File: src/hdl/assert_macros.svh
// Assertion helpers used by the RTL.
`ifndef ASSERT_MACROS_SVH
`define ASSERT_MACROS_SVH

// ante implies cons in the same cycle
`define ASSERT_IMPLY(label, clk, rst_n, ante, cons, msg) \
	label: assert property (@(posedge clk) disable iff (!rst_n) (ante) |-> (cons)) \
		else $error(msg);

// expr holds at every sampled edge out of reset
`define ASSERT_ALWAYS(label, clk, rst_n, expr, msg) \
	label: assert property (@(posedge clk) disable iff (!rst_n) (expr)) \
		else $error(msg);

`endif

File: src/hdl/hsvct_pkg.sv
`timescale 1ns / 1ps
package hsvct_pkg;

	localparam int unsigned CH_W        = 8;
	localparam int unsigned HUE_W       = 13;
	localparam int unsigned CFG_IDX_W   = 3;
	localparam int unsigned CFG_DATA_W  = 13;

	localparam logic [HUE_W-1:0] HUE_FULL       = 13'd5760;
	localparam logic [HUE_W-1:0] HUE_BASE_RED   = 13'd0;
	localparam logic [HUE_W-1:0] HUE_BASE_GREEN = 13'd1920;
	localparam logic [HUE_W-1:0] HUE_BASE_BLUE  = 13'd3840;

	localparam int unsigned QUOT_W        = 10;
	localparam int unsigned DIVIDEND_W    = 18;
	localparam int unsigned DIV_STEP_BITS = 2;
	localparam int unsigned DIV_STAGES    = QUOT_W / DIV_STEP_BITS;

	localparam int unsigned LUMA_SUM_W = 18;
	localparam int unsigned LUMA_SHIFT = 26;
	localparam logic [9:0]  LUMA_WR    = 10'd299;
	localparam logic [9:0]  LUMA_WG    = 10'd587;
	localparam logic [9:0]  LUMA_WB    = 10'd114;
	localparam logic [16:0] LUMA_RECIP = 17'd67109;

	localparam logic [CH_W-1:0] SAT_SCALE = 8'd255;

	typedef logic [CH_W-1:0]  chan_t;
	typedef logic [HUE_W-1:0] hue_t;

	typedef struct packed {
		chan_t red;
		chan_t green;
		chan_t blue;
	} pixel_t;

	typedef struct packed {
		logic  match;
		chan_t post_red;
		chan_t post_green;
		chan_t post_blue;
		logic  hue_valid;
		hue_t  hue;
		chan_t luma;
	} result_t;

	typedef enum logic [CFG_IDX_W-1:0] {
		CFG_HUE_A_LOW    = 3'd0,
		CFG_HUE_A_HIGH   = 3'd1,
		CFG_HUE_B_LOW    = 3'd2,
		CFG_HUE_B_HIGH   = 3'd3,
		CFG_MIN_SAT      = 3'd4,
		CFG_MIN_BRIGHT   = 3'd5,
		CFG_MIN_LUMA     = 3'd6
	} cfg_idx_t;

	typedef struct packed {
		hue_t  hue_a_low;
		hue_t  hue_a_high;
		hue_t  hue_b_low;
		hue_t  hue_b_high;
		chan_t min_saturation;
		chan_t min_brightness;
		chan_t min_luma;
	} cfg_t;

	// travels alongside the hue divider
	typedef struct packed {
		pixel_t post;
		chan_t  luma;
		logic   pre_ok;
		logic   hue_valid;
		logic   neg;
		hue_t   base;
	} side_t;

	typedef struct packed {
		logic [DIVIDEND_W-1:0] rem;
		chan_t                 den;
		logic [QUOT_W-1:0]     quot;
		side_t                 side;
	} div_lane_t;

	function automatic chan_t max3(chan_t a, chan_t b, chan_t c);
		chan_t m;
		m = (a > b) ? a : b;
		return (m > c) ? m : c;
	endfunction

	function automatic chan_t min3(chan_t a, chan_t b, chan_t c);
		chan_t m;
		m = (a < b) ? a : b;
		return (m < c) ? m : c;
	endfunction

	// restoring division, DIV_STEP_BITS quotient bits starting at top_bit
	function automatic div_lane_t div_steps(div_lane_t l, int top_bit);
		div_lane_t             o;
		logic [DIVIDEND_W-1:0] trial;
		o = l;
		for (int j = 0; j < int'(DIV_STEP_BITS); j++) begin
			trial = DIVIDEND_W'(o.den) << (top_bit - j);
			if (o.rem >= trial) begin
				o.rem  = o.rem - trial;
				o.quot = {o.quot[QUOT_W-2:0], 1'b1};
			end else begin
				o.quot = {o.quot[QUOT_W-2:0], 1'b0};
			end
		end
		return o;
	endfunction

endpackage

File: src/hdl/hsv_color_threshold_classifier.sv
`timescale 1ns / 1ps
`include "assert_macros.svh"
// Color class matcher: one RGB pixel per clock in while busy is low, one result per pixel out, in order.
// Each result appears for a single cycle on result with done high once its pixel, taken
// with start high and busy low, has passed every stage; the receiver cannot stall, so there
// is no backpressure. Ten stages: capture, posterize quotient and luma sum, posterize
// and thresholds, hue sector select, five hue divider stages of two quotient bits each,
// and the output register. busy is high only during reset and the cycle after it.
// Write configuration only when no pixel is in flight.
module hsv_color_threshold_classifier #(
	parameter int unsigned POSTER_STEP = 100
) (
	input  logic                               clk,
	input  logic                               arst_n,
	input  logic                               start,
	output logic                               busy,
	input  hsvct_pkg::pixel_t                  pixel,
	output logic                               done,
	output hsvct_pkg::result_t                 result,
	input  logic                               cfg_valid,
	output logic                               cfg_ready,
	input  logic [hsvct_pkg::CFG_IDX_W-1:0]    cfg_index,
	input  logic [hsvct_pkg::CFG_DATA_W-1:0]   cfg_data
);

	localparam int unsigned LATENCY = 4 + hsvct_pkg::DIV_STAGES + 1;

	hsvct_pkg::cfg_t       regs;
	logic                  busy_q;
	logic                  front_v, div_v;
	hsvct_pkg::div_lane_t  front_lane, div_lane;

	always_ff @(posedge clk or negedge arst_n) begin
		if (!arst_n) busy_q <= 1'b1;
		else         busy_q <= 1'b0;
	end

	assign busy = busy_q;

	hsvct_cfg u_cfg (
		.clk       (clk),
		.arst_n    (arst_n),
		.cfg_valid (cfg_valid),
		.cfg_ready (cfg_ready),
		.cfg_index (cfg_index),
		.cfg_data  (cfg_data),
		.regs      (regs)
	);

	hsvct_front #(
		.POSTER_STEP (POSTER_STEP)
	) u_front (
		.clk       (clk),
		.arst_n    (arst_n),
		.in_valid  (start && !busy_q),
		.in_pixel  (pixel),
		.regs      (regs),
		.out_valid (front_v),
		.out_lane  (front_lane)
	);

	hsvct_div u_div (
		.clk       (clk),
		.arst_n    (arst_n),
		.in_valid  (front_v),
		.in_lane   (front_lane),
		.out_valid (div_v),
		.out_lane  (div_lane)
	);

	// final hue: base plus the floored sector offset, or base minus the rounded-up offset, so the hue is floored
	hsvct_pkg::hue_t     hue_c, hue_f;
	logic                in_range, match_c;
	hsvct_pkg::result_t  res_c;

	always_comb begin
		if (div_lane.side.neg)
			hue_c = div_lane.side.base - hsvct_pkg::HUE_W'(div_lane.quot)
			      - hsvct_pkg::HUE_W'(div_lane.rem != '0);
		else
			hue_c = div_lane.side.base + hsvct_pkg::HUE_W'(div_lane.quot);
		hue_f    = div_lane.side.hue_valid ? hue_c : '0;
		in_range = (hue_f >= regs.hue_a_low && hue_f <= regs.hue_a_high)
		        || (hue_f >= regs.hue_b_low && hue_f <= regs.hue_b_high);
		match_c  = div_lane.side.hue_valid && in_range && div_lane.side.pre_ok;

		res_c.match      = match_c;
		res_c.post_red   = div_lane.side.post.red;
		res_c.post_green = div_lane.side.post.green;
		res_c.post_blue  = div_lane.side.post.blue;
		res_c.hue_valid  = div_lane.side.hue_valid;
		res_c.hue        = hue_f;
		res_c.luma       = div_lane.side.luma;
	end

	logic                v_s10;
	hsvct_pkg::result_t  res_s10;

	always_ff @(posedge clk or negedge arst_n) begin
		if (!arst_n) v_s10 <= 1'b0;
		else         v_s10 <= div_v;
	end

	always_ff @(posedge clk) begin
		res_s10 <= res_c;
	end

	assign done   = v_s10;
	assign result = res_s10;

	`ASSERT_IMPLY(a_item_done, clk, arst_n, start && !busy, ##LATENCY done, "accepted item gives no result strobe at fixed latency")
	`ASSERT_IMPLY(a_done_item, clk, arst_n, done, $past(start && !busy, LATENCY), "result strobe without accepted item")
	`ASSERT_IMPLY(a_gray_no_hue, clk, arst_n, done && !result.hue_valid, result.hue == '0 && !result.match, "gray pixel with nonzero hue or match")
	`ASSERT_IMPLY(a_hue_bound, clk, arst_n, done, result.hue < hsvct_pkg::HUE_FULL, "hue out of range")

endmodule

File: src/hdl/hsvct_cfg.sv
`timescale 1ns / 1ps
module hsvct_cfg (
	input  logic                                 clk,
	input  logic                                 arst_n,
	input  logic                                 cfg_valid,
	output logic                                 cfg_ready,
	input  logic [hsvct_pkg::CFG_IDX_W-1:0]      cfg_index,
	input  logic [hsvct_pkg::CFG_DATA_W-1:0]     cfg_data,
	output hsvct_pkg::cfg_t                      regs
);

	hsvct_pkg::cfg_t cfg_q;

	assign cfg_ready = 1'b1;
	assign regs      = cfg_q;

	always_ff @(posedge clk or negedge arst_n) begin
		if (!arst_n) begin
			cfg_q.hue_a_low      <= 13'd0;
			cfg_q.hue_a_high     <= 13'd480;
			cfg_q.hue_b_low      <= 13'd5440;
			cfg_q.hue_b_high     <= 13'd5760;
			cfg_q.min_saturation <= 8'd0;
			cfg_q.min_brightness <= 8'd0;
			cfg_q.min_luma       <= 8'd0;
		end else if (cfg_valid && cfg_ready) begin
			case (cfg_index)
				hsvct_pkg::CFG_HUE_A_LOW:  cfg_q.hue_a_low      <= cfg_data;
				hsvct_pkg::CFG_HUE_A_HIGH: cfg_q.hue_a_high     <= cfg_data;
				hsvct_pkg::CFG_HUE_B_LOW:  cfg_q.hue_b_low      <= cfg_data;
				hsvct_pkg::CFG_HUE_B_HIGH: cfg_q.hue_b_high     <= cfg_data;
				hsvct_pkg::CFG_MIN_SAT:    cfg_q.min_saturation <= cfg_data[7:0];
				hsvct_pkg::CFG_MIN_BRIGHT: cfg_q.min_brightness <= cfg_data[7:0];
				hsvct_pkg::CFG_MIN_LUMA:   cfg_q.min_luma       <= cfg_data[7:0];
				default: ;
			endcase
		end
	end

endmodule

File: src/hdl/hsvct_front.sv
`timescale 1ns / 1ps
module hsvct_front #(
	parameter int unsigned POSTER_STEP = 100
) (
	input  logic                  clk,
	input  logic                  arst_n,
	input  logic                  in_valid,
	input  hsvct_pkg::pixel_t     in_pixel,
	input  hsvct_pkg::cfg_t       regs,
	output logic                  out_valid,
	output hsvct_pkg::div_lane_t  out_lane
);

	localparam int unsigned RECIP_SHIFT = 18;
	localparam int unsigned RECIP_W     = RECIP_SHIFT + 1;
	localparam logic [RECIP_W-1:0] POST_RECIP =
		RECIP_W'(((1 << RECIP_SHIFT) + POSTER_STEP - 1) / POSTER_STEP);
	localparam logic [7:0] STEP = 8'(POSTER_STEP);
	localparam int unsigned PQ_W = 8 + RECIP_W;
	localparam int unsigned LP_W = hsvct_pkg::LUMA_SUM_W + 17;

	// stage 1: input capture
	logic               v_s1;
	hsvct_pkg::pixel_t  pix_s1;

	always_ff @(posedge clk or negedge arst_n) begin
		if (!arst_n) v_s1 <= 1'b0;
		else         v_s1 <= in_valid;
	end

	always_ff @(posedge clk) begin
		pix_s1 <= in_pixel;
	end

	// stage 2: quotients by step, luma sum, raw max / delta
	logic [PQ_W-1:0]                     prq_r, prq_g, prq_b;
	logic [hsvct_pkg::LUMA_SUM_W-1:0]    lsum_c;
	hsvct_pkg::chan_t                    rmx_c, rmn_c;

	assign prq_r  = PQ_W'(pix_s1.red)   * PQ_W'(POST_RECIP);
	assign prq_g  = PQ_W'(pix_s1.green) * PQ_W'(POST_RECIP);
	assign prq_b  = PQ_W'(pix_s1.blue)  * PQ_W'(POST_RECIP);
	assign lsum_c = hsvct_pkg::LUMA_SUM_W'(pix_s1.red)   * hsvct_pkg::LUMA_SUM_W'(hsvct_pkg::LUMA_WR)
	              + hsvct_pkg::LUMA_SUM_W'(pix_s1.green) * hsvct_pkg::LUMA_SUM_W'(hsvct_pkg::LUMA_WG)
	              + hsvct_pkg::LUMA_SUM_W'(pix_s1.blue)  * hsvct_pkg::LUMA_SUM_W'(hsvct_pkg::LUMA_WB);
	assign rmx_c  = hsvct_pkg::max3(pix_s1.red, pix_s1.green, pix_s1.blue);
	assign rmn_c  = hsvct_pkg::min3(pix_s1.red, pix_s1.green, pix_s1.blue);

	logic                              v_s2;
	hsvct_pkg::pixel_t                 quo_s2;
	logic [hsvct_pkg::LUMA_SUM_W-1:0]  lsum_s2;
	hsvct_pkg::chan_t                  mx_s2, dl_s2;

	always_ff @(posedge clk or negedge arst_n) begin
		if (!arst_n) v_s2 <= 1'b0;
		else         v_s2 <= v_s1;
	end

	always_ff @(posedge clk) begin
		quo_s2.red   <= prq_r[RECIP_SHIFT +: 8];
		quo_s2.green <= prq_g[RECIP_SHIFT +: 8];
		quo_s2.blue  <= prq_b[RECIP_SHIFT +: 8];
		lsum_s2      <= lsum_c;
		mx_s2        <= rmx_c;
		dl_s2        <= rmx_c - rmn_c;
	end

	// stage 3: posterized channels, luma, saturation and value tests
	logic [15:0]      pp_r, pp_g, pp_b, sat_l, sat_r;
	logic [LP_W-1:0]  lprod;
	logic             sat_ok_c;

	assign pp_r  = 16'(quo_s2.red)   * 16'(STEP);
	assign pp_g  = 16'(quo_s2.green) * 16'(STEP);
	assign pp_b  = 16'(quo_s2.blue)  * 16'(STEP);
	assign lprod = LP_W'(lsum_s2) * LP_W'(hsvct_pkg::LUMA_RECIP);
	assign sat_l = 16'(dl_s2) * 16'(hsvct_pkg::SAT_SCALE);
	assign sat_r = 16'(regs.min_saturation) * 16'(mx_s2);
	assign sat_ok_c = (mx_s2 == '0) ? (regs.min_saturation == '0) : (sat_l >= sat_r);

	logic               v_s3;
	hsvct_pkg::pixel_t  post_s3;
	hsvct_pkg::chan_t   luma_s3;
	logic               sat_ok_s3, bright_ok_s3;

	always_ff @(posedge clk or negedge arst_n) begin
		if (!arst_n) v_s3 <= 1'b0;
		else         v_s3 <= v_s2;
	end

	always_ff @(posedge clk) begin
		post_s3.red   <= pp_r[7:0];
		post_s3.green <= pp_g[7:0];
		post_s3.blue  <= pp_b[7:0];
		luma_s3       <= lprod[hsvct_pkg::LUMA_SHIFT +: 8];
		sat_ok_s3     <= sat_ok_c;
		bright_ok_s3  <= (mx_s2 >= regs.min_brightness);
	end

	// stage 4: hue sector select and divider operands
	hsvct_pkg::chan_t      pmx, pmn, mag;
	logic signed [8:0]     diff;
	logic                  is_r, is_g;
	hsvct_pkg::hue_t       base;
	hsvct_pkg::div_lane_t  lane_c;

	assign pmx  = hsvct_pkg::max3(post_s3.red, post_s3.green, post_s3.blue);
	assign pmn  = hsvct_pkg::min3(post_s3.red, post_s3.green, post_s3.blue);
	assign is_r = (post_s3.red == pmx);
	assign is_g = !is_r && (post_s3.green == pmx);

	always_comb begin
		if (is_r) begin
			diff = $signed({1'b0, post_s3.green}) - $signed({1'b0, post_s3.blue});
			base = diff[8] ? hsvct_pkg::HUE_FULL : hsvct_pkg::HUE_BASE_RED;
		end else if (is_g) begin
			diff = $signed({1'b0, post_s3.blue}) - $signed({1'b0, post_s3.red});
			base = hsvct_pkg::HUE_BASE_GREEN;
		end else begin
			diff = $signed({1'b0, post_s3.red}) - $signed({1'b0, post_s3.green});
			base = hsvct_pkg::HUE_BASE_BLUE;
		end
		mag = diff[8] ? 8'(-diff) : diff[7:0];

		// dividend is 960 * |diff|
		lane_c.rem  = (hsvct_pkg::DIVIDEND_W'(mag) << 10) - (hsvct_pkg::DIVIDEND_W'(mag) << 6);
		lane_c.den  = pmx - pmn;
		lane_c.quot = '0;
		lane_c.side.post      = post_s3;
		lane_c.side.luma      = luma_s3;
		lane_c.side.pre_ok    = sat_ok_s3 && bright_ok_s3 && (luma_s3 >= regs.min_luma);
		lane_c.side.hue_valid = (pmx != pmn);
		lane_c.side.neg       = diff[8];
		lane_c.side.base      = base;
	end

	logic                  v_s4;
	hsvct_pkg::div_lane_t  lane_s4;

	always_ff @(posedge clk or negedge arst_n) begin
		if (!arst_n) v_s4 <= 1'b0;
		else         v_s4 <= v_s3;
	end

	always_ff @(posedge clk) begin
		lane_s4 <= lane_c;
	end

	assign out_valid = v_s4;
	assign out_lane  = lane_s4;

endmodule

File: src/hdl/hsvct_div.sv
`timescale 1ns / 1ps
module hsvct_div (
	input  logic                  clk,
	input  logic                  arst_n,
	input  logic                  in_valid,
	input  hsvct_pkg::div_lane_t  in_lane,
	output logic                  out_valid,
	output hsvct_pkg::div_lane_t  out_lane
);

	hsvct_pkg::div_lane_t  lane_s  [hsvct_pkg::DIV_STAGES];
	logic                  valid_s [hsvct_pkg::DIV_STAGES];

	for (genvar k = 0; k < int'(hsvct_pkg::DIV_STAGES); k++) begin : g_stage
		hsvct_pkg::div_lane_t  stage_in;
		logic                  stage_v;

		if (k == 0) begin : g_first
			assign stage_in = in_lane;
			assign stage_v  = in_valid;
		end else begin : g_rest
			assign stage_in = lane_s[k-1];
			assign stage_v  = valid_s[k-1];
		end

		always_ff @(posedge clk or negedge arst_n) begin
			if (!arst_n) valid_s[k] <= 1'b0;
			else         valid_s[k] <= stage_v;
		end

		always_ff @(posedge clk) begin
			lane_s[k] <= hsvct_pkg::div_steps(stage_in,
				int'(hsvct_pkg::QUOT_W) - 1 - k * int'(hsvct_pkg::DIV_STEP_BITS));
		end
	end

	assign out_valid = valid_s[hsvct_pkg::DIV_STAGES-1];
	assign out_lane  = lane_s[hsvct_pkg::DIV_STAGES-1];

endmodule

File: config.mk
export PLATFORM = sky130hd
export DESIGN_NAME = hsv_color_threshold_classifier
export DESIGN_NICKNAME = d
export VERILOG_FILES = /design/src/hdl/hsvct_pkg.sv /design/src/hdl/hsv_color_threshold_classifier.sv /design/src/hdl/hsvct_cfg.sv /design/src/hdl/hsvct_front.sv /design/src/hdl/hsvct_div.sv
export VERILOG_INCLUDE_DIRS = /design/src /design/src/hdl
export SDC_FILE = /design/constraint.sdc
export NUM_CORES = 2
export LEC_CHECK = 0
export BUFFER_PORTS_ARGS = -buffer_cell sky130_fd_sc_hd__buf_2
export CAP_MARGIN = 20
export CORE_MARGIN = 10
export CORE_UTILIZATION = 65
export CTS_BUF_LIST = sky130_fd_sc_hd__clkbuf_16
export DETAILED_ROUTE_END_ITERATION = 10
export GPL_ROUTABILITY_DRIVEN = 0
export PLACE_DENSITY = 0.83
export SLEW_MARGIN = 20
export SYNTH_ARGS = -nofsm -noshare
export SYNTH_HDL_FRONTEND = slang
export SYNTH_SLANG_ARGS = --single-unit
File: constraint.sdc
create_clock -name clk -period 11.8 [get_ports clk]
set_input_delay 1.18 -clock clk [delete_from_list [all_inputs] [get_ports clk]]
set_output_delay 1.18 -clock clk [all_outputs]
set_load 0.02 [all_outputs]
==> implementation parameters <==
Parameter                              Value

Synthesis
  Compound-Gate Fraction of Synth Area ... under 10%
  Synth Warn # ... 0
  Adder and majority gate portion of the synthesized area ... 37.5%
  Fraction of synthesized cell area in xor and xnor cells ... under 10%
  Synthesized instance count ... between 3000 and 4000
  Distinct cells, synth ... 85
  Mux contribution to synthesized area ... around 2.5%
  Post-synthesis simple-gate area fraction ... roughly 9.0%
  Synthesis-stage register bit count ... roughly 510
  Combinational family with the most area after synthesis ... adder cells
  EDFF count, synth ... 0
  Summed instance area of the synthesized netlist ... approximately 36000 um^2
  Part of the Yosys area used for sequential elements ... between 20 and 30%
  Mean Syn Cell Area ... ~10 um^2
  Main flop type after synthesis ... sky130_fd_sc_hd__dfxtp_1
  Post-synthesis async set-or-reset flop share ... between 10% and 20%

Floorplan
  Boundary pin count ... 94
  Height of the chip ... between 200 and 300 um
  Total core area ... between 50000 and 60000 um^2
  Horizontal die dimension ... roughly 260 um
  Number of core rows ... 86
  Die Footprint ... 65200 um^2
  Effective utilization at floorplan ... between 60% and 70%

Setup path
  Worst-case register-to-register setup slack ... ~4700 ps
  Critical path class ... reg2reg
  Worst-path cell with the longest stage delay ... sky130_fd_sc_hd__o21ai_0
  Biggest fanout along the worst timing path ... 14
  Slowest Stage Delay on Critical Path ... between 700 and 800 ps
  Logic depth of the worst register-to-register path ... 25
  Reg-to-Reg Start ... u_front.lane_c[45]$_DFF_P_
  Worst r2r dst ... u_front.out_lane[83]$_DFF_P_
  Worst endpoint required time ... 12270 ps
  Crit path DAT ... between 7000 and 8000 ps
  Crit. End Element ... flop
  CP top delay family ... compound AO/OA/AOI/OAI gates
  Startpoint type of the worst setup path ... flop
  CP Buf/Inv Count ... 5
  Cell with the most instances on the worst path ... sky130_fd_sc_hd__inv_1

Routing
  Count of unresolved DRC violations after routing ... 0
  Detailed-route wire length per cell ... about 16 um
  Vias per inst ... 5.49
  Remaining antenna violation count ... 0
  DRT iter0 DRCs ... 1452
  Iteration count of the initial detailed-routing pass ... 5
  Total routed wirelength ... 73600 um
  Vias after detailed routing ... around 25000

Cells and area
  End-of-flow core utilization ... between 70 and 80%
  Fraction of final layout cells with drive strength greater than 1 ... just over 7%
  Number of nets in the layout ... 4678
  Area growth from synthesis to final layout ... 8.05%
  Layout Cells excl Fill ... roughly 4500
  Number of antenna diodes ... 0

Min path
  Type of the worst min-delay path ... reg2reg
  Worst min-delay path startpoint ... u_div.lane_s[0][307]$_DFF_P_
  Sink of the worst hold path ... u_div.lane_s[0][393]$_DFF_P_
  Hold-critical path depth ... 0

Global route
  GRT Util Overall ... 22.7%
  Number of global-route vias before repair ... approximately 26000
  First-pass GRT wire length ... roughly 120000 um
  Maximum number of pins on one net before global-route repair ... 52
  Antenna violations before repair ... 0
  Leftover overflow at the end of global routing ... 0

Clock tree
  Quantity of hold-fixing buffers added after cts ... 0
  Library cell used as clock root buffer ... sky130_fd_sc_hd__clkbuf_16
  Clock tree from TritonCTS ... built
  Post-cts repair resize count ... 0
  H-tree depth reported by CTS ... 2
  Worst-Skew Late Latency ... 610 ps
  Post CTS Setup Buffer Count ... 0
  Max Root-Sink Buffers ... 3
  TritonCTS buffer count ... 51
  CTS clock-pin slew for the worst setup and hold paths ... 60 ps
  Number of sinks on the clock net ... between 500 and 600

STA
  Unrepaired setup endpoints after global routing ... false
  Final Cycle Share ... between 60% and 70%
  Fmax ... approximately 140 MHz
  Final-report setup violation count ... 0
  Rel. slew slack ... 34.5%
  Hold violation total from the final report ... 0
  Final setup skew ... approximately 27 ps
  Aggregate negative setup slack ... 0 ps
  Post-layout min period ... between 7000 and 8000 ps
  Least-Margin Pin Slew ... between 900 and 1000 ps
  Hold Slack ... between 200 and 300 ps
  Number of pins exceeding their max-slew limit in the final report ... 0

Place
  PortBufs ... a little over 80
  Cells after DPL ... approximately 4400
  Half-perimeter wire length after placement ... around 57000 um

Outcome
  Run status ... finished clean

Flow run
  Max Cap Viol ... 0
## per-stage QoR
step                      setup WS, ps  cell area (um^2)
after floorplan                   5810             36000
after global placement            4950             37200
after detailed placement          4630             37200
after CTS                         4580             38900
after global routing              3990             38900
final                             4700             38900
## worst max-delay path by stage
| stage | end | from | cells past startpoint |
|---|---|---|---|
| detailed placement | u_front.out_lane[83]$_DFF_P_ | u_front.lane_c[45]$_DFF_P_ | 25 |
| floorplan | u_front.lsum_s2[17]$_DFF_P_ | u_front.pix_s1[1]$_DFF_P_ | 24 |
| global placement | u_front.out_lane[83]$_DFF_P_ | u_front.lane_c[45]$_DFF_P_ | 25 |
| finish | u_front.out_lane[83]$_DFF_P_ | u_front.lane_c[45]$_DFF_P_ | 25 |
| CTS | u_front.out_lane[83]$_DFF_P_ | u_front.lane_c[45]$_DFF_P_ | 25 |
| global route | u_front.out_lane[83]$_DFF_P_ | u_front.lane_c[45]$_DFF_P_ | 25 |
## cells in the final DEF (no fill, tap or decap), types with 12 or more instances in the layout
master / instances
sky130_fd_sc_hd__nand3_1: 35
sky130_fd_sc_hd__and3_1: 13
sky130_fd_sc_hd__ha_1: 680
sky130_fd_sc_hd__nor3_1: 24
sky130_fd_sc_hd__and2_1: 58
sky130_fd_sc_hd__mux2i_1: 25
sky130_fd_sc_hd__a21oi_1: 153
sky130_fd_sc_hd__dfrtp_1: 74
sky130_fd_sc_hd__o21ai_0: 156
sky130_fd_sc_hd__inv_1: 682
sky130_fd_sc_hd__xnor2_1: 101
sky130_fd_sc_hd__o21a_1: 46
sky130_fd_sc_hd__nor2b_1: 48
sky130_fd_sc_hd__xor2_1: 64
sky130_fd_sc_hd__clkbuf_16: 53
sky130_fd_sc_hd__fa_1: 250
sky130_fd_sc_hd__nand2b_1: 43
sky130_fd_sc_hd__buf_2: 82
sky130_fd_sc_hd__dfstp_2: 13
sky130_fd_sc_hd__clkinv_1: 12
sky130_fd_sc_hd__a21o_1: 70
sky130_fd_sc_hd__nand4_1: 27
sky130_fd_sc_hd__mux2_2: 59
sky130_fd_sc_hd__nand2_1: 171
sky130_fd_sc_hd__nor4_1: 16
sky130_fd_sc_hd__nor2_1: 135
sky130_fd_sc_hd__o21bai_1: 27
sky130_fd_sc_hd__dfxtp_1: 421
## worst reg2reg max path, stage by stage, from the launching register on
cell,delay (ps)
sky130_fd_sc_hd__dfxtp_1,500
sky130_fd_sc_hd__inv_1,200
sky130_fd_sc_hd__ha_1,220
sky130_fd_sc_hd__inv_1,80
sky130_fd_sc_hd__fa_1,230
sky130_fd_sc_hd__a21oi_1,90
sky130_fd_sc_hd__o21ai_0,750
sky130_fd_sc_hd__nand2_1,400
sky130_fd_sc_hd__a21oi_1,360
sky130_fd_sc_hd__inv_1,120
sky130_fd_sc_hd__ha_1,330
sky130_fd_sc_hd__nand2_1,90
sky130_fd_sc_hd__o21ai_0,370
sky130_fd_sc_hd__a21oi_1,140
sky130_fd_sc_hd__a41oi_2,470
sky130_fd_sc_hd__inv_1,220
sky130_fd_sc_hd__mux2i_1,530
sky130_fd_sc_hd__inv_1,170
sky130_fd_sc_hd__ha_1,350
sky130_fd_sc_hd__a21o_1,180
sky130_fd_sc_hd__ha_1,350
sky130_fd_sc_hd__a21oi_1,200
sky130_fd_sc_hd__and2_1,180
sky130_fd_sc_hd__and2_1,170
sky130_fd_sc_hd__nand3_1,100
sky130_fd_sc_hd__xor2_1,160
## cell usage after synthesis, drive strengths merged, types with 48 or more instances
library cell	instances	area share, %
o21ai	160	2.2
a21o	70	1.5
fa	250	14
and2	59	1.0
xnor2	102	2.5
mux2	59	1.8
inv	674	7.0
dfrtp	74	5.1
nand2	172	1.8
xor2	64	1.6
dfxtp	421	23
nor2	135	1.4
nor2b	48	0.83
a21oi	153	2.1
ha	680	24
## final cells by class
type	count	area, um^2
clock inverters	43	355
fillers	3819	16100
well taps	748	936
clock buffers	53	1330
inverters	674	2530
flip-flops and latches	508	10600
repair buffers	91	478
multi-input cells	2378	22700
## metal layers
metal,global-route usage (%),part of all wire (%),wire length [um]
met1,28.5,44,32200
met2,39.5,48,35500
met3,3.51,5.1,3720
met4,7.40,2.9,2160
met5,0,0,0
## cells by family after synthesis
kind of cell             count (synthesis)
AO/OA/AOI/OAI                          553
XOR/XNOR                               166
adder cells (fa/ha/maj)                930
buffers and inverters                  729
flip-flops                             508
multiplexers                            84
other                                    2
AND/OR/NAND/NOR                        634
## state kept, by name, indices dropped and copies added (netlist names), 12 cells and up
signal            count
u_front.pix_s1       24
u_front.lane_c       12
u_cfg.regs           76
u_front.lsum_s2      18
u_div.lane_s        256
u_front.out_lane     44
result               35
Power is left out: the tool's default activity adds up to more than one toggle a clock period on the data nets, which glitch-free logic cannot reach.
